<file path="config.mk">
export PLATFORM = sky130hd
export DESIGN_NAME = cascaded_balance_angle_pid
export DESIGN_NICKNAME = d
export VERILOG_FILES = /design/src/hw/rtl/cbap_pkg.sv /design/src/hw/rtl/cascaded_balance_angle_pid.sv /design/src/hw/rtl/cbap_ctrl.sv /design/src/hw/rtl/cbap_dpath.sv
export SDC_FILE = /design/constraint.sdc
export NUM_CORES = 2
export LEC_CHECK = 0
export ABC_CLOCK_PERIOD_IN_PS = 12990
export BUFFER_PORTS_ARGS = -buffer_cell sky130_fd_sc_hd__buf_2
export CAP_MARGIN = 20
export CELL_PAD_IN_SITES_DETAIL_PLACEMENT = 0
export CELL_PAD_IN_SITES_GLOBAL_PLACEMENT = 1
export CORE_UTILIZATION = 29
export CTS_BUF_LIST = sky130_fd_sc_hd__clkbuf_8
export DETAILED_ROUTE_END_ITERATION = 10
export PLACE_DENSITY_LB_ADDON = 0.25
export SYNTH_ARGS = -nofsm -noshare
export SYNTH_HDL_FRONTEND = slang
export SYNTH_SLANG_ARGS = --single-unit
</file>
<file path="constraint.sdc">
create_clock -name clk -period 12.99 [get_ports clk]
set_input_delay 1.299 -clock clk [delete_from_list [all_inputs] [get_ports clk]]
set_output_delay 1.299 -clock clk [all_outputs]
set_load 0.005 [all_outputs]
</file>
<file path="src/hw/rtl/cbap_pkg.sv">
// ----------------------------------------------------------------------------
// cbap_pkg
// shared types and constants for the cascaded balance angle controller
// ----------------------------------------------------------------------------
package cbap_pkg;

	// configuration port geometry
	localparam int unsigned CFG_AW = 5;
	localparam int unsigned CFG_DW = 32;

	// low-pass weights in Q.16, old sample and new sample
	localparam logic signed [31:0] W_OLD = 32'sd26214;
	localparam logic signed [31:0] W_NEW = 32'sd39322;

	typedef struct packed {
		logic signed [23:0] tilt_angle;
		logic signed [23:0] pitch_rate;
		logic               run;
	} sample_t;

	typedef struct packed {
		logic signed [23:0] drive;
		logic               outer_updated;
	} result_t;

	typedef struct packed {
		logic signed [23:0] angle_setpoint;
		logic signed [31:0] angle_kp;
		logic signed [31:0] angle_ki;
		logic signed [31:0] angle_kd;
		logic signed [31:0] rate_kp;
		logic signed [31:0] rate_ki;
		logic signed [31:0] rate_kd;
		logic        [22:0] drive_limit;
	} cfg_t;

	localparam cfg_t CFG_RESET = '{
		angle_setpoint: 24'sd11776,
		angle_kp:       -32'sd6291456,
		angle_ki:       32'sd0,
		angle_kd:       32'sd1638400,
		rate_kp:        32'sd235930,
		rate_ki:        32'sd0,
		rate_kd:        32'sd43254,
		drive_limit:    23'h7FFFFF
	};

	typedef enum logic [2:0] {
		REG_ANGLE_SETPOINT,
		REG_ANGLE_KP,
		REG_ANGLE_KI,
		REG_ANGLE_KD,
		REG_RATE_KP,
		REG_RATE_KI,
		REG_RATE_KD,
		REG_DRIVE_LIMIT
	} reg_idx_t;

	// operand pair for the shared multiplier
	typedef enum logic [2:0] {
		MS_ANGLE_KI,
		MS_ANGLE_KP,
		MS_ANGLE_KD,
		MS_W_OLD,
		MS_W_NEW,
		MS_RATE_KI,
		MS_RATE_KP,
		MS_RATE_KD
	} mul_sel_t;

	// what to do with the product registered in the previous cycle
	typedef enum logic [3:0] {
		CO_NONE,
		CO_ANGLE_INT,
		CO_ACC_AINT,
		CO_OUTER,
		CO_ACC_RAW,
		CO_FILT,
		CO_RATE_INT,
		CO_ACC_RINT,
		CO_SUM
	} cons_op_t;

	typedef struct packed {
		mul_sel_t mul_sel;
		cons_op_t cons_op;
		logic     ld_in;
		logic     ld_diff;
		logic     ld_delta;
		logic     ld_out;
		logic     upd;
	} dp_cmd_t;

	typedef enum logic [3:0] {
		ST_IDLE,
		ST_AKI,
		ST_AKP,
		ST_AKD,
		ST_OUT,
		ST_FOLD,
		ST_DIFF,
		ST_FNEW,
		ST_FILT,
		ST_RKI,
		ST_RKP,
		ST_RKD,
		ST_SUM,
		ST_DONE
	} state_t;

endpackage

</file>
<file path="src/hw/rtl/cascaded_balance_angle_pid.sv">
// ----------------------------------------------------------------------------
// cascaded_balance_angle_pid
// Cascaded tilt-angle and pitch-rate PID for a self-balancing body. Each
// request carries one control tick (tilt angle, pitch rate, run flag, all
// values signed Q.8, gains signed Q.16) and produces exactly one result: the
// drive value clamped to +-drive_limit and a flag that marks ticks on which
// the outer angle loop ran. The outer loop runs on every OUTER_DIVIDE-th
// tick; the inner loop low-pass filters its error and runs on every running
// tick; with run low the last drive is repeated and only the tick counter
// moves. All products go through one shared 32x32 multiplier stepped by a
// sequencer. On inner-only ticks the sequencer skips the outer-loop states,
// and with run low it goes straight to the output register. A new request
// is taken once the previous one has reached the output register, even
// while that result still waits to be taken. Registers sit on an APB-style
// port at byte address 4*index; writes are expected only while the block is
// idle.
// ----------------------------------------------------------------------------
module cascaded_balance_angle_pid import cbap_pkg::*; #(
	parameter int unsigned OUTER_DIVIDE = 5
) (
	input  logic              clk,
	input  logic              arst_n,
	// control tick request
	input  logic              sample_valid,
	output logic              sample_stall,
	input  sample_t           sample,
	// drive result
	output logic              result_valid,
	input  logic              result_stall,
	output result_t           result,
	// register port
	input  logic              psel,
	input  logic              penable,
	input  logic              pwrite,
	input  logic [CFG_AW-1:0] paddr,
	input  logic [CFG_DW-1:0] pwdata,
	output logic [CFG_DW-1:0] prdata,
	output logic              pready
);

	cfg_t     cfg_q;
	reg_idx_t reg_idx;
	logic     cfg_wr;
	dp_cmd_t  cmd;

	// register file
	assign pready  = 1'b1;
	assign reg_idx = reg_idx_t'(paddr[4:2]);
	assign cfg_wr  = psel && penable && pwrite && pready;

	always_ff @(posedge clk or negedge arst_n) begin
		if (!arst_n) begin
			cfg_q <= CFG_RESET;
		end else if (cfg_wr) begin
			case (reg_idx)
			REG_ANGLE_SETPOINT: cfg_q.angle_setpoint <= pwdata[23:0];
			REG_ANGLE_KP:       cfg_q.angle_kp       <= pwdata;
			REG_ANGLE_KI:       cfg_q.angle_ki       <= pwdata;
			REG_ANGLE_KD:       cfg_q.angle_kd       <= pwdata;
			REG_RATE_KP:        cfg_q.rate_kp        <= pwdata;
			REG_RATE_KI:        cfg_q.rate_ki        <= pwdata;
			REG_RATE_KD:        cfg_q.rate_kd        <= pwdata;
			REG_DRIVE_LIMIT:    cfg_q.drive_limit    <= pwdata[22:0];
			default: ;
			endcase
		end
	end

	// read back the raw register bits
	always_comb begin
		case (reg_idx)
		REG_ANGLE_SETPOINT: prdata = {8'b0, cfg_q.angle_setpoint};
		REG_ANGLE_KP:       prdata = cfg_q.angle_kp;
		REG_ANGLE_KI:       prdata = cfg_q.angle_ki;
		REG_ANGLE_KD:       prdata = cfg_q.angle_kd;
		REG_RATE_KP:        prdata = cfg_q.rate_kp;
		REG_RATE_KI:        prdata = cfg_q.rate_ki;
		REG_RATE_KD:        prdata = cfg_q.rate_kd;
		REG_DRIVE_LIMIT:    prdata = {9'b0, cfg_q.drive_limit};
		default:            prdata = '0;
		endcase
	end

	// sequencer: tick divider, multiplier schedule, request/result handshake
	cbap_ctrl #(
		.OUTER_DIVIDE(OUTER_DIVIDE)
	) u_ctrl (
		.clk          (clk),
		.arst_n       (arst_n),
		.sample_valid (sample_valid),
		.sample_run   (sample.run),
		.sample_stall (sample_stall),
		.result_valid (result_valid),
		.result_stall (result_stall),
		.cmd          (cmd)
	);

	// arithmetic: shared multiplier, integrators, filter, clamps
	cbap_dpath u_dpath (
		.clk    (clk),
		.arst_n (arst_n),
		.cfg    (cfg_q),
		.sample (sample),
		.cmd    (cmd),
		.result (result)
	);

	// a taken request always makes the block busy on the next cycle
	a_busy_after_accept: assert property (@(posedge clk) disable iff (!arst_n)
		(sample_valid && !sample_stall) |=> sample_stall)
		else $error("request accepted but block not busy afterwards");

	// the sample is latched only on an accepted request
	a_load_on_accept: assert property (@(posedge clk) disable iff (!arst_n)
		cmd.ld_in |-> (sample_valid && !sample_stall))
		else $error("sample latched without an accepted request");

	// a pending result is never overwritten
	a_no_overwrite: assert property (@(posedge clk) disable iff (!arst_n)
		cmd.ld_out |-> (!result_valid || !result_stall))
		else $error("output register loaded over a stalled result");

endmodule

</file>
<file path="src/hw/rtl/cbap_ctrl.sv">
// ----------------------------------------------------------------------------
// cbap_ctrl
// sequencer for the shared multiplier, tick divider and result handshake
// ----------------------------------------------------------------------------
module cbap_ctrl import cbap_pkg::*; #(
	parameter int unsigned OUTER_DIVIDE = 5
) (
	input  logic    clk,
	input  logic    arst_n,
	input  logic    sample_valid,
	input  logic    sample_run,
	output logic    sample_stall,
	output logic    result_valid,
	input  logic    result_stall,
	output dp_cmd_t cmd
);

	localparam int unsigned TW = $clog2(OUTER_DIVIDE + 1);
	localparam logic [TW:0] DIV = OUTER_DIVIDE[TW:0];

	state_t        state_q, state_n;
	logic [TW-1:0] tick_q, tick_n;
	logic [TW:0]   tick_inc, tick_sat;
	logic          upd_q, upd_n;
	logic          result_valid_q, result_valid_n;

	always_ff @(posedge clk or negedge arst_n) begin
		if (!arst_n) begin
			state_q        <= ST_IDLE;
			tick_q         <= '0;
			upd_q          <= 1'b0;
			result_valid_q <= 1'b0;
		end else begin
			state_q        <= state_n;
			tick_q         <= tick_n;
			upd_q          <= upd_n;
			result_valid_q <= result_valid_n;
		end
	end

	// tick counter saturates at the divide ratio
	assign tick_inc = {1'b0, tick_q} + {{TW{1'b0}}, 1'b1};
	assign tick_sat = (tick_inc > DIV) ? DIV : tick_inc;

	always_comb begin
		state_n        = state_q;
		tick_n         = tick_q;
		upd_n          = upd_q;
		result_valid_n = result_valid_q && result_stall;
		cmd.mul_sel    = MS_ANGLE_KI;
		cmd.cons_op    = CO_NONE;
		cmd.ld_in      = 1'b0;
		cmd.ld_diff    = 1'b0;
		cmd.ld_delta   = 1'b0;
		cmd.ld_out     = 1'b0;
		cmd.upd        = upd_q;
		case (state_q)
		ST_IDLE: begin
			if (sample_valid) begin
				cmd.ld_in = 1'b1;
				upd_n     = 1'b0;
				tick_n    = tick_sat[TW-1:0];
				if (sample_run) begin
					if (tick_sat == DIV) begin
						tick_n  = '0;
						upd_n   = 1'b1;
						state_n = ST_AKI;
					end else begin
						state_n = ST_FOLD;
					end
				end else begin
					state_n = ST_DONE;
				end
			end
		end
		ST_AKI: begin
			cmd.mul_sel = MS_ANGLE_KI;
			state_n     = ST_AKP;
		end
		ST_AKP: begin
			cmd.mul_sel = MS_ANGLE_KP;
			cmd.cons_op = CO_ANGLE_INT;
			state_n     = ST_AKD;
		end
		ST_AKD: begin
			cmd.mul_sel = MS_ANGLE_KD;
			cmd.cons_op = CO_ACC_AINT;
			state_n     = ST_OUT;
		end
		ST_OUT: begin
			cmd.mul_sel = MS_W_OLD;
			cmd.cons_op = CO_OUTER;
			state_n     = ST_DIFF;
		end
		ST_FOLD: begin
			cmd.mul_sel = MS_W_OLD;
			state_n     = ST_DIFF;
		end
		ST_DIFF: begin
			cmd.ld_diff = 1'b1;
			cmd.cons_op = CO_ACC_RAW;
			state_n     = ST_FNEW;
		end
		ST_FNEW: begin
			cmd.mul_sel = MS_W_NEW;
			state_n     = ST_FILT;
		end
		ST_FILT: begin
			cmd.cons_op = CO_FILT;
			state_n     = ST_RKI;
		end
		ST_RKI: begin
			cmd.mul_sel  = MS_RATE_KI;
			cmd.ld_delta = 1'b1;
			state_n      = ST_RKP;
		end
		ST_RKP: begin
			cmd.mul_sel = MS_RATE_KP;
			cmd.cons_op = CO_RATE_INT;
			state_n     = ST_RKD;
		end
		ST_RKD: begin
			cmd.mul_sel = MS_RATE_KD;
			cmd.cons_op = CO_ACC_RINT;
			state_n     = ST_SUM;
		end
		ST_SUM: begin
			cmd.cons_op = CO_SUM;
			state_n     = ST_DONE;
		end
		ST_DONE: begin
			if (!result_valid_q || !result_stall) begin
				cmd.ld_out     = 1'b1;
				result_valid_n = 1'b1;
				state_n        = ST_IDLE;
			end
		end
		default: begin
			state_n = ST_IDLE;
		end
		endcase
	end

	assign sample_stall = (state_q != ST_IDLE);
	assign result_valid = result_valid_q;

endmodule

</file>
<file path="src/hw/rtl/cbap_dpath.sv">
// ----------------------------------------------------------------------------
// cbap_dpath
// shared multiplier, accumulator and loop state of both pid stages
// ----------------------------------------------------------------------------
module cbap_dpath import cbap_pkg::*; (
	input  logic    clk,
	input  logic    arst_n,
	input  cfg_t    cfg,
	input  sample_t sample,
	input  dp_cmd_t cmd,
	output result_t result
);

	localparam logic signed [48:0] AINT_HI = 49'sd1280;
	localparam logic signed [48:0] AINT_LO = -49'sd1280;
	localparam logic signed [48:0] RINT_HI = 49'sd512000;
	localparam logic signed [48:0] RINT_LO = -49'sd512000;
	localparam logic signed [63:0] S32_HI  = 64'sd2147483647;
	localparam logic signed [63:0] S32_LO  = -64'sd2147483648;

	function automatic logic signed [31:0] sat32(input logic signed [63:0] x);
		logic signed [31:0] r;
		if (x > S32_HI)
			r = S32_HI[31:0];
		else if (x < S32_LO)
			r = S32_LO[31:0];
		else
			r = x[31:0];
		return r;
	endfunction

	// loop state
	logic signed [11:0] aint_q;
	logic signed [31:0] outer_q;
	logic signed [31:0] filt_q;
	logic signed [31:0] fold_q;
	logic signed [19:0] rint_q;
	logic signed [23:0] hold_q;

	// per-item working registers
	logic signed [24:0] err_q;
	logic signed [23:0] rate_q;
	logic signed [63:0] prod_s1;
	logic signed [63:0] acc_q;
	logic signed [31:0] diff_q;
	logic signed [31:0] delta_q;
	result_t            result_q;

	logic signed [31:0] mul_a, mul_b;
	logic signed [63:0] rsum;
	logic signed [47:0] rnd;
	logic signed [63:0] rnd64;
	logic signed [48:0] aint_sum, rint_sum;
	logic signed [63:0] outer_sum, fsum, dsum;
	logic signed [63:0] lim_pos, lim_neg;

	always_comb begin
		case (cmd.mul_sel)
		MS_ANGLE_KI: begin mul_a = cfg.angle_ki; mul_b = {{7{err_q[24]}}, err_q}; end
		MS_ANGLE_KP: begin mul_a = cfg.angle_kp; mul_b = {{7{err_q[24]}}, err_q}; end
		MS_ANGLE_KD: begin mul_a = cfg.angle_kd; mul_b = {{8{rate_q[23]}}, rate_q}; end
		MS_W_OLD:    begin mul_a = W_OLD;        mul_b = filt_q; end
		MS_W_NEW:    begin mul_a = W_NEW;        mul_b = diff_q; end
		MS_RATE_KI:  begin mul_a = cfg.rate_ki;  mul_b = filt_q; end
		MS_RATE_KP:  begin mul_a = cfg.rate_kp;  mul_b = filt_q; end
		MS_RATE_KD:  begin mul_a = cfg.rate_kd;  mul_b = delta_q; end
		default:     begin mul_a = cfg.angle_ki; mul_b = {{7{err_q[24]}}, err_q}; end
		endcase
	end

	// gain product rounded half up back to q.8
	assign rsum  = prod_s1 + 64'sd32768;
	assign rnd   = rsum[63:16];
	assign rnd64 = {{16{rnd[47]}}, rnd};

	assign aint_sum  = {{37{aint_q[11]}}, aint_q} + {rnd[47], rnd};
	assign rint_sum  = {{29{rint_q[19]}}, rint_q} + {rnd[47], rnd};
	assign outer_sum = acc_q + rnd64;
	assign fsum      = acc_q + prod_s1 + 64'sd32768;
	assign dsum      = acc_q + rnd64;
	assign lim_pos   = {41'b0, cfg.drive_limit};
	assign lim_neg   = -lim_pos;

	always_ff @(posedge clk or negedge arst_n) begin
		if (!arst_n) begin
			aint_q  <= '0;
			outer_q <= '0;
			filt_q  <= '0;
			fold_q  <= '0;
			rint_q  <= '0;
			hold_q  <= '0;
		end else begin
			case (cmd.cons_op)
			CO_ANGLE_INT: begin
				if (aint_sum > AINT_HI)
					aint_q <= AINT_HI[11:0];
				else if (aint_sum < AINT_LO)
					aint_q <= AINT_LO[11:0];
				else
					aint_q <= aint_sum[11:0];
			end
			CO_OUTER: outer_q <= sat32(outer_sum);
			CO_FILT: begin
				fold_q <= filt_q;
				filt_q <= fsum[47:16];
			end
			CO_RATE_INT: begin
				if (rint_sum > RINT_HI)
					rint_q <= RINT_HI[19:0];
				else if (rint_sum < RINT_LO)
					rint_q <= RINT_LO[19:0];
				else
					rint_q <= rint_sum[19:0];
			end
			CO_SUM: begin
				if (dsum > lim_pos)
					hold_q <= lim_pos[23:0];
				else if (dsum < lim_neg)
					hold_q <= lim_neg[23:0];
				else
					hold_q <= dsum[23:0];
			end
			default: ;
			endcase
		end
	end

	always_ff @(posedge clk) begin
		prod_s1 <= mul_a * mul_b;
		if (cmd.ld_in) begin
			err_q  <= {sample.tilt_angle[23], sample.tilt_angle}
				- {cfg.angle_setpoint[23], cfg.angle_setpoint};
			rate_q <= sample.pitch_rate;
		end
		case (cmd.cons_op)
		CO_ACC_AINT: acc_q <= rnd64 + {{52{aint_q[11]}}, aint_q};
		CO_ACC_RAW:  acc_q <= prod_s1;
		CO_ACC_RINT: acc_q <= rnd64 + {{44{rint_q[19]}}, rint_q};
		default: ;
		endcase
		if (cmd.ld_diff)
			diff_q <= sat32({{32{outer_q[31]}}, outer_q} - {{40{rate_q[23]}}, rate_q});
		if (cmd.ld_delta)
			delta_q <= sat32({{32{filt_q[31]}}, filt_q} - {{32{fold_q[31]}}, fold_q});
		if (cmd.ld_out) begin
			result_q.drive         <= hold_q;
			result_q.outer_updated <= cmd.upd;
		end
	end

	assign result = result_q;

endmodule
</file>
Yosys cells after proc, flatten, opt, wreduce, memory -nomap -nowiden
Cells that the tools add are included.
{ "word_totals": {"reg_bits": 666, "out_inout_bits": 60, "word_cells": 149, "input_bits": 93} }
{ "op_classes": {"add_sub_neg": 13, "reduce_logical": 24, "multipliers": 1, "muxes": 34, "order_cmp": 13, "eq_ne": 38} }
{ "ops": {"columns": ["operator", "n"], "rows": [
  ["case mux 32 bit (8 select lines)", 2],
  ["> comparator 64 x 32 -> 1 bit, second input constant", 3],
  ["less-than comparator 64 x 32 -> 1 bit, second input constant", 3],
  ["case mux 64 bit (3 select lines)", 1],
  ["case mux 32 bit (5 select lines)", 1],
  ["2-to-1 mux 32 bit", 4],
  ["adder 64 x 17 -> 64 bit, second input constant", 1],
  ["adder 64 x 48 -> 64 bit", 1],
  ["> comparator 64 x 24 -> 1 bit", 1],
  ["less-than comparator 64 bit", 1],
  ["multiplier 32 x 32 -> 64 bit", 1],
  ["negation 23 -> 64 bit", 1],
  ["case mux 4 bit (13 select lines)", 1],
  ["adder 12 x 48 -> 49 bit", 1],
  ["adder 20 x 48 -> 49 bit", 1],
  ["adder 48 x 12 -> 49 bit", 1],
  ["adder 48 x 20 -> 49 bit", 1],
  ["> comparator 49 x 12 -> 1 bit, second input constant", 1],
  ["> comparator 49 x 20 -> 1 bit, second input constant", 1],
  ["less-than comparator 49 x 12 -> 1 bit, second input constant", 1],
  ["less-than comparator 49 x 20 -> 1 bit, second input constant", 1],
  ["adder 48 x 17 -> 48 bit, second input constant", 1],
  ["adder 48 bit", 1],
  ["2-to-1 mux 24 bit", 2],
  ["other kinds (31)", 90]
]} }

Logic depth before layout (Yosys ltp)
{ "depth": {"depth_word": 8, "ltp_mapped": 42, "depth_no_buf": 38} }

Cells and area by module
Synthesis repeated with hierarchy kept, for this count alone.
{ "unflattened": {"hier_cells": 9418, "hier_area_um2": 85724.7} }
{ "modules_own_cells": {"columns": ["mod", "n_inst", "area_per_inst_um2", "cells_per_inst"], "rows": [
  ["cbap_dpath", 1, 74052.3, 8553],
  ["cascaded_balance_angle_pid", 1, 10944.2, 772],
  ["cbap_ctrl", 1, 728.2, 93]
]} }

Worst setup path after synthesis
OpenSTA, ideal clock, no wires.
{ "synth_path": {"kind": "reg-to-reg", "startpoint": "register u_ctrl.state_q[3]", "endpoint": "register u_dpath.prod_s1[62]", "setup_slack_ps": 2209, "arrival_ps": 10663, "path_stages_with_launch": 41, "period_less_slack_ps": 10781, "n_path_buf": 4, "setup_ps": 118, "path_cell_list": "dfrtp_1 clkbuf_1 nand2_1 nor2_1 clkbuf_1 buf_1 a222oi_1 o21ai_0 o21a_1 clkbuf_1 nand2_1 fa_1 inv_1 fa_1 inv_1 fa_1 fa_1 inv_1 [5 not listed] inv_1 fa_1 inv_1 ha_1 and4_1 nand2_1 or2_2 a2111oi_0 o21ai_0 a21oi_1 o21ai_0 a211oi_1 o311ai_0 a21boi_0 o21ai_0 o21ai_0 a21oi_1 xnor2_1"} }
{ "synth_between": {"elab_chain_cells": 7} }
{ "synth_lines": {"columns": ["element", "line_no", "source"], "rows": [
  ["start: declaration", "cbap_ctrl.sv:21", "state_t state_q, state_n;"],
  ["start signal: assignment", "cbap_ctrl.sv:34", "state_q <= state_n;"],
  ["== test 4 x 3 -> 1 bit", "cbap_ctrl.sv:57", "case (state_q)"],
  ["OR reduction 2 bit (no line)", null, null],
  ["case mux 3 bit (7 select lines) *", "cbap_ctrl.sv:57", null],
  ["== test 3 x 2 -> 1 bit, or another cell as far along", "cbap_dpath.sv:58", "case (cmd.mul_sel)"],
  ["OR reduction 3 bit (no line) or OR reduction 2 bit (tied branches)", null, null],
  ["case mux 32 bit (5 select lines)", "cbap_dpath.sv:58", null],
  ["multiplier 32 x 32 -> 64 bit *", "cbap_dpath.sv:129", "prod_s1 <= mul_a * mul_b;"],
  ["end signal: assignment", "cbap_dpath.sv:129", null],
  ["end: declaration", "cbap_dpath.sv:43", "logic signed [63:0] prod_s1;"]
]} }
Every way passes the cells marked *; elsewhere a longest branch is shown, timed or not.
A chain may end at the register's enable or synchronous reset.

Final worst setup path
{ "layout_path": {"startpoint": "register u_ctrl.state_q[0]", "endpoint": "register u_dpath.prod_s1[63]"} }
Same word-level chain as after synthesis.

==> PnR_summary.wiki <==
{| class="wikitable"
! Metric !! Value
|-
| Xor/xnor cell area share of the yosys netlist || 3.92%
|-
| Cell chosen for the clock root || clkbuf_8
|-
| H-tree levels || 4
|-
| Post-route cell area || 92200 um^2
|-
| Total area of sequential cells || 17400 um^2
|-
| Portion of netlist area occupied by mux cells || 4.47%
|-
| Share of post-route cells with drive strength above 1 || 11.0%
|-
| Cell with the most instances after synthesis || inv_1
|-
| Seq/Total Area, Yosys || 21.0%
|-
| Share of the synthesized area in the top cell type || 26.2%
|-
| Number of enable-type register cells in the synthesized netlist || 202
|-
| Gate Count Post-Synth || 9084
|-
| Peak per-stage delay on the critical path || 930 ps
|-
| Die Wd || 537 um
|-
| Slew at the pin closest to its max-slew limit || 1120 ps
|-
| Compound-gate portion of the synthesized area || 13.3%
|-
| First-pass GRT wire length || 491000 um
|-
| RSZ-0062 raised after global routing || false
|-
| Post-CTS setup buffer count || 0
|-
| Critical path's most frequent cell || fa_1
|-
| Via/cell ratio || 5.16
|-
| TritonCTS clock tree || done
|-
| Most frequently used flop master after synthesis || dfrtp_1
|-
| Die Span Y || 537 um
|-
| Clock tree skew after final layout || 90.5 ps
|-
| Number of warning messages in the yosys log || 0
|-
| Pin count of the biggest net entering global routing || 162
|-
| Area fraction in and, or, nand and nor cells after synthesis || 13.5%
|-
| Netlist cell types || 95
|-
| Max-slew violation count || 0
|-
| Top cells by area, synth || fa_1 (26%), dfrtp_1 (10%), ha_1 (9.2%)
|-
| Maximum clock frequency || 83.0 MHz
|-
| Average cell area after synthesis || 9.14 um^2
|-
| Vias || 67600
|-
| Total buffers and inverters traversed by the critical path || 6
|-
| Net count, final || 11000
|-
| Cell row count || 196
|-
| Area of the core region || 285000 um^2
|-
| Maximum buffer depth of the clock tree || 4
|-
| Worst Setup End Kind || register
|-
| Area used by multi-input combinational logic || 59300 um^2
|-
| Sum of negative setup slack || 0 ps
|-
| Total iterations of the first detailed-routing run || 6
|-
| Die area || 288000 um^2
|-
| Seq cells post-synth || 666
|-
| Clock buffers created by TritonCTS || 138
|-
| Worst min-delay path category || reg -> reg
|-
| Commonest cells in the netlist || inv_1 (1412), fa_1 (1088), nand2_1 (998), nor2_1 (814), ha_1 (613)
|-
| Slowest-stage cell, CP || a221oi_2
|-
| CTS-repair resized insts || 0
|-
| Number of hold violations in the final report || 0
|-
| Initial standard-cell utilization of the core || 29.1%
|-
| Worst rel slew slack || 25.2%
|-
| DRT iter0 DRCs || 5225
|-
| HPWL after detailed placement || 273000 um
|-
| Count of input and output buffers || 149
|-
| Largest area contributor in the netlist || fa_1
|-
| Period utilisation layout || 92.8%
|-
| Count of max-cap constraint violations || 0
|-
| Shortest clock period the worst path allows after layout || 12050 ps
|-
| Total global routing track utilization || 23.3%
|-
| Final setup violation count || 0
|-
| Post-detailed-placement cell area || 89500 um^2
|-
| Number of fillers in the final layout || 29900
|-
| Startpoint type of the worst setup path || register
|-
| Via count of the first global-routing pass || 69800
|-
| Crit path kind || reg -> reg
|-
| Post-DRT Antenna Nets || 0
|-
| Area Growth Syn to Fin || 11.1%
|-
| Avg WL per Cell || 25.7 um
|-
| Largest family of logic cells by synthesized area || adder cells
|-
| Asr flop ratio synth || 60.1%
|-
| Maximum fanout along the worst path || 19
|-
| Cell family contributing the most delay on the critical path || adder cells
|-
| Antenna violations before repair || 24
|-
| DRC violations left || 0
|-
| Clock latency of the later-clocked register in the worst-skew pair || 890 ps
|-
| CP Data Required Time || 13730 ps
|-
| WP data arrival || 12790 ps
|-
| Net count after synthesis || 10900
|-
| Area of the mapped netlist || 83000 um^2
|-
| Io pins || 153
|-
| Overall routed net length || 336000 um
|-
| Area share of fa/ha/maj cells after synthesis || 35.5%
|-
| Run status || complete, no violations
|-
| Hold bufs inserted after CTS || 0
|-
| Final worst hold slack || 444 ps
|-
| Remaining Overflow, GRT || 0
|-
| Num Clock Sinks || 666
|-
| Clock-pin slew of the registers on the worst-case setup and hold paths || 60 ps
|-
| RD Place Congestion || 0.914
|}
[final cells by class]
cell class	instances	share of cell area [%]
antenna	15	0.0407
clock buffer	163	2.43
clock inverter	76	0.526
inverter	1413	5.75
multi-input combinational	6603	64.3
sequential	666	18.9
tap	3762	5.10
timing repair buffer	397	2.91
[metrics by stage]
stage	std cells	utilization [%]	setup slack, ps
final	13100	32.4	942
after floorplan	9084	-	2210
after global placement	12800	31.4	514
after global routing	13100	32.4	350
after CTS	13100	32.3	924
after detailed placement	12800	31.4	896
[state kept, by name, summed over array words and instances, names as in the netlist]
register / cells
u_dpath.outer_q: 32
u_dpath.diff_q: 32
cfg_q: 239
u_ctrl.tick_q: 3
u_dpath.delta_q: 32
u_dpath.aint_q: 12
u_ctrl.result_valid: 1
u_ctrl.state_q: 4
u_ctrl.upd_q: 1
u_dpath.result: 25
u_dpath.rint_q: 20
u_dpath.rate_q: 24
u_dpath.err_q: 25
u_dpath.filt_q: 32
u_dpath.fold_q: 32
u_dpath.acc_q: 64
u_dpath.prod_s1: 64
u_dpath.hold_q: 24
[per-layer routing]
layer | GRT usage, % | vias up | part of all wire (%)
li1 | - | 30400 | -
met1 | 32.4 | 34700 | 45
met2 | 36.9 | 2115 | 45
met3 | 4.74 | 428 | 7.1
met4 | 5.92 | 8 | 2.9
met5 | 0 | - | 0.014
[cell usage in the layout (no fill, tap or decap), types with 196 or more instances in the layout]
| cell type | netlist | routed |
|---|---|---|
| buf_4 | 1 | 242 |
| nand2_1 | 998 | 997 |
| a21o_1 | 196 | 196 |
| mux2_2 | 242 | 242 |
| ha_1 | 613 | 613 |
| xnor2_1 | 236 | 235 |
| nor2_1 | 814 | 806 |
| inv_1 | 1412 | 1453 |
| edfxtp_1 | 202 | 202 |
| a21oi_1 | 412 | 409 |
| fa_1 | 1088 | 1088 |
| dfrtp_1 | 341 | 340 |
| o21ai_0 | 380 | 374 |
[kinds of logic (layout without fill, tap and decap cells)]
logic type | Yosys count | count (layout)
flops | 666 | 666
compound gates | 1681 | 1681
fa+ha+maj | 1707 | 1707
xor+xnor | 372 | 372
simple gates | 2524 | 2524
buf+inv | 1815 | 2049
other cells | 1 | 16
mux | 318 | 318
[final timing paths]
| check | slack [ps] | to | cells after the start | startpoint |
|---|---|---|---|---|
| hold reg to reg | 440 | u_dpath.result[19] | 0 | u_dpath.hold_q[18] |
| setup / recovery | 940 | u_dpath.prod_s1[63] | 35 | u_ctrl.state_q[0] |
| min in group asynchronous | 560 | u_dpath.hold_q[5] | 1 | arst_n |
| max in group asynchronous | 10080 | cfg_q[106] | 3 | arst_n |
| setup reg to reg | 940 | u_dpath.prod_s1[63] | 35 | u_ctrl.state_q[0] |
| hold / removal | 440 | u_dpath.result[19] | 0 | u_dpath.hold_q[18] |
[worst reg2reg max path, delay by kind of cell (launching register included)]
kind | cells | cell delay [ps]
AO/OA/AOI/OAI | 14 | 4520
XOR/XNOR | 1 | 90
adder cells (fa/ha/maj) | 9 | 4780
buffers and inverters | 6 | 920
flip-flops | 1 | 500
AND/OR/NAND/NOR | 5 | 1150
Power is not shown: default switching activity piles up to over one toggle a cycle in this logic, so the estimate is an artifact.
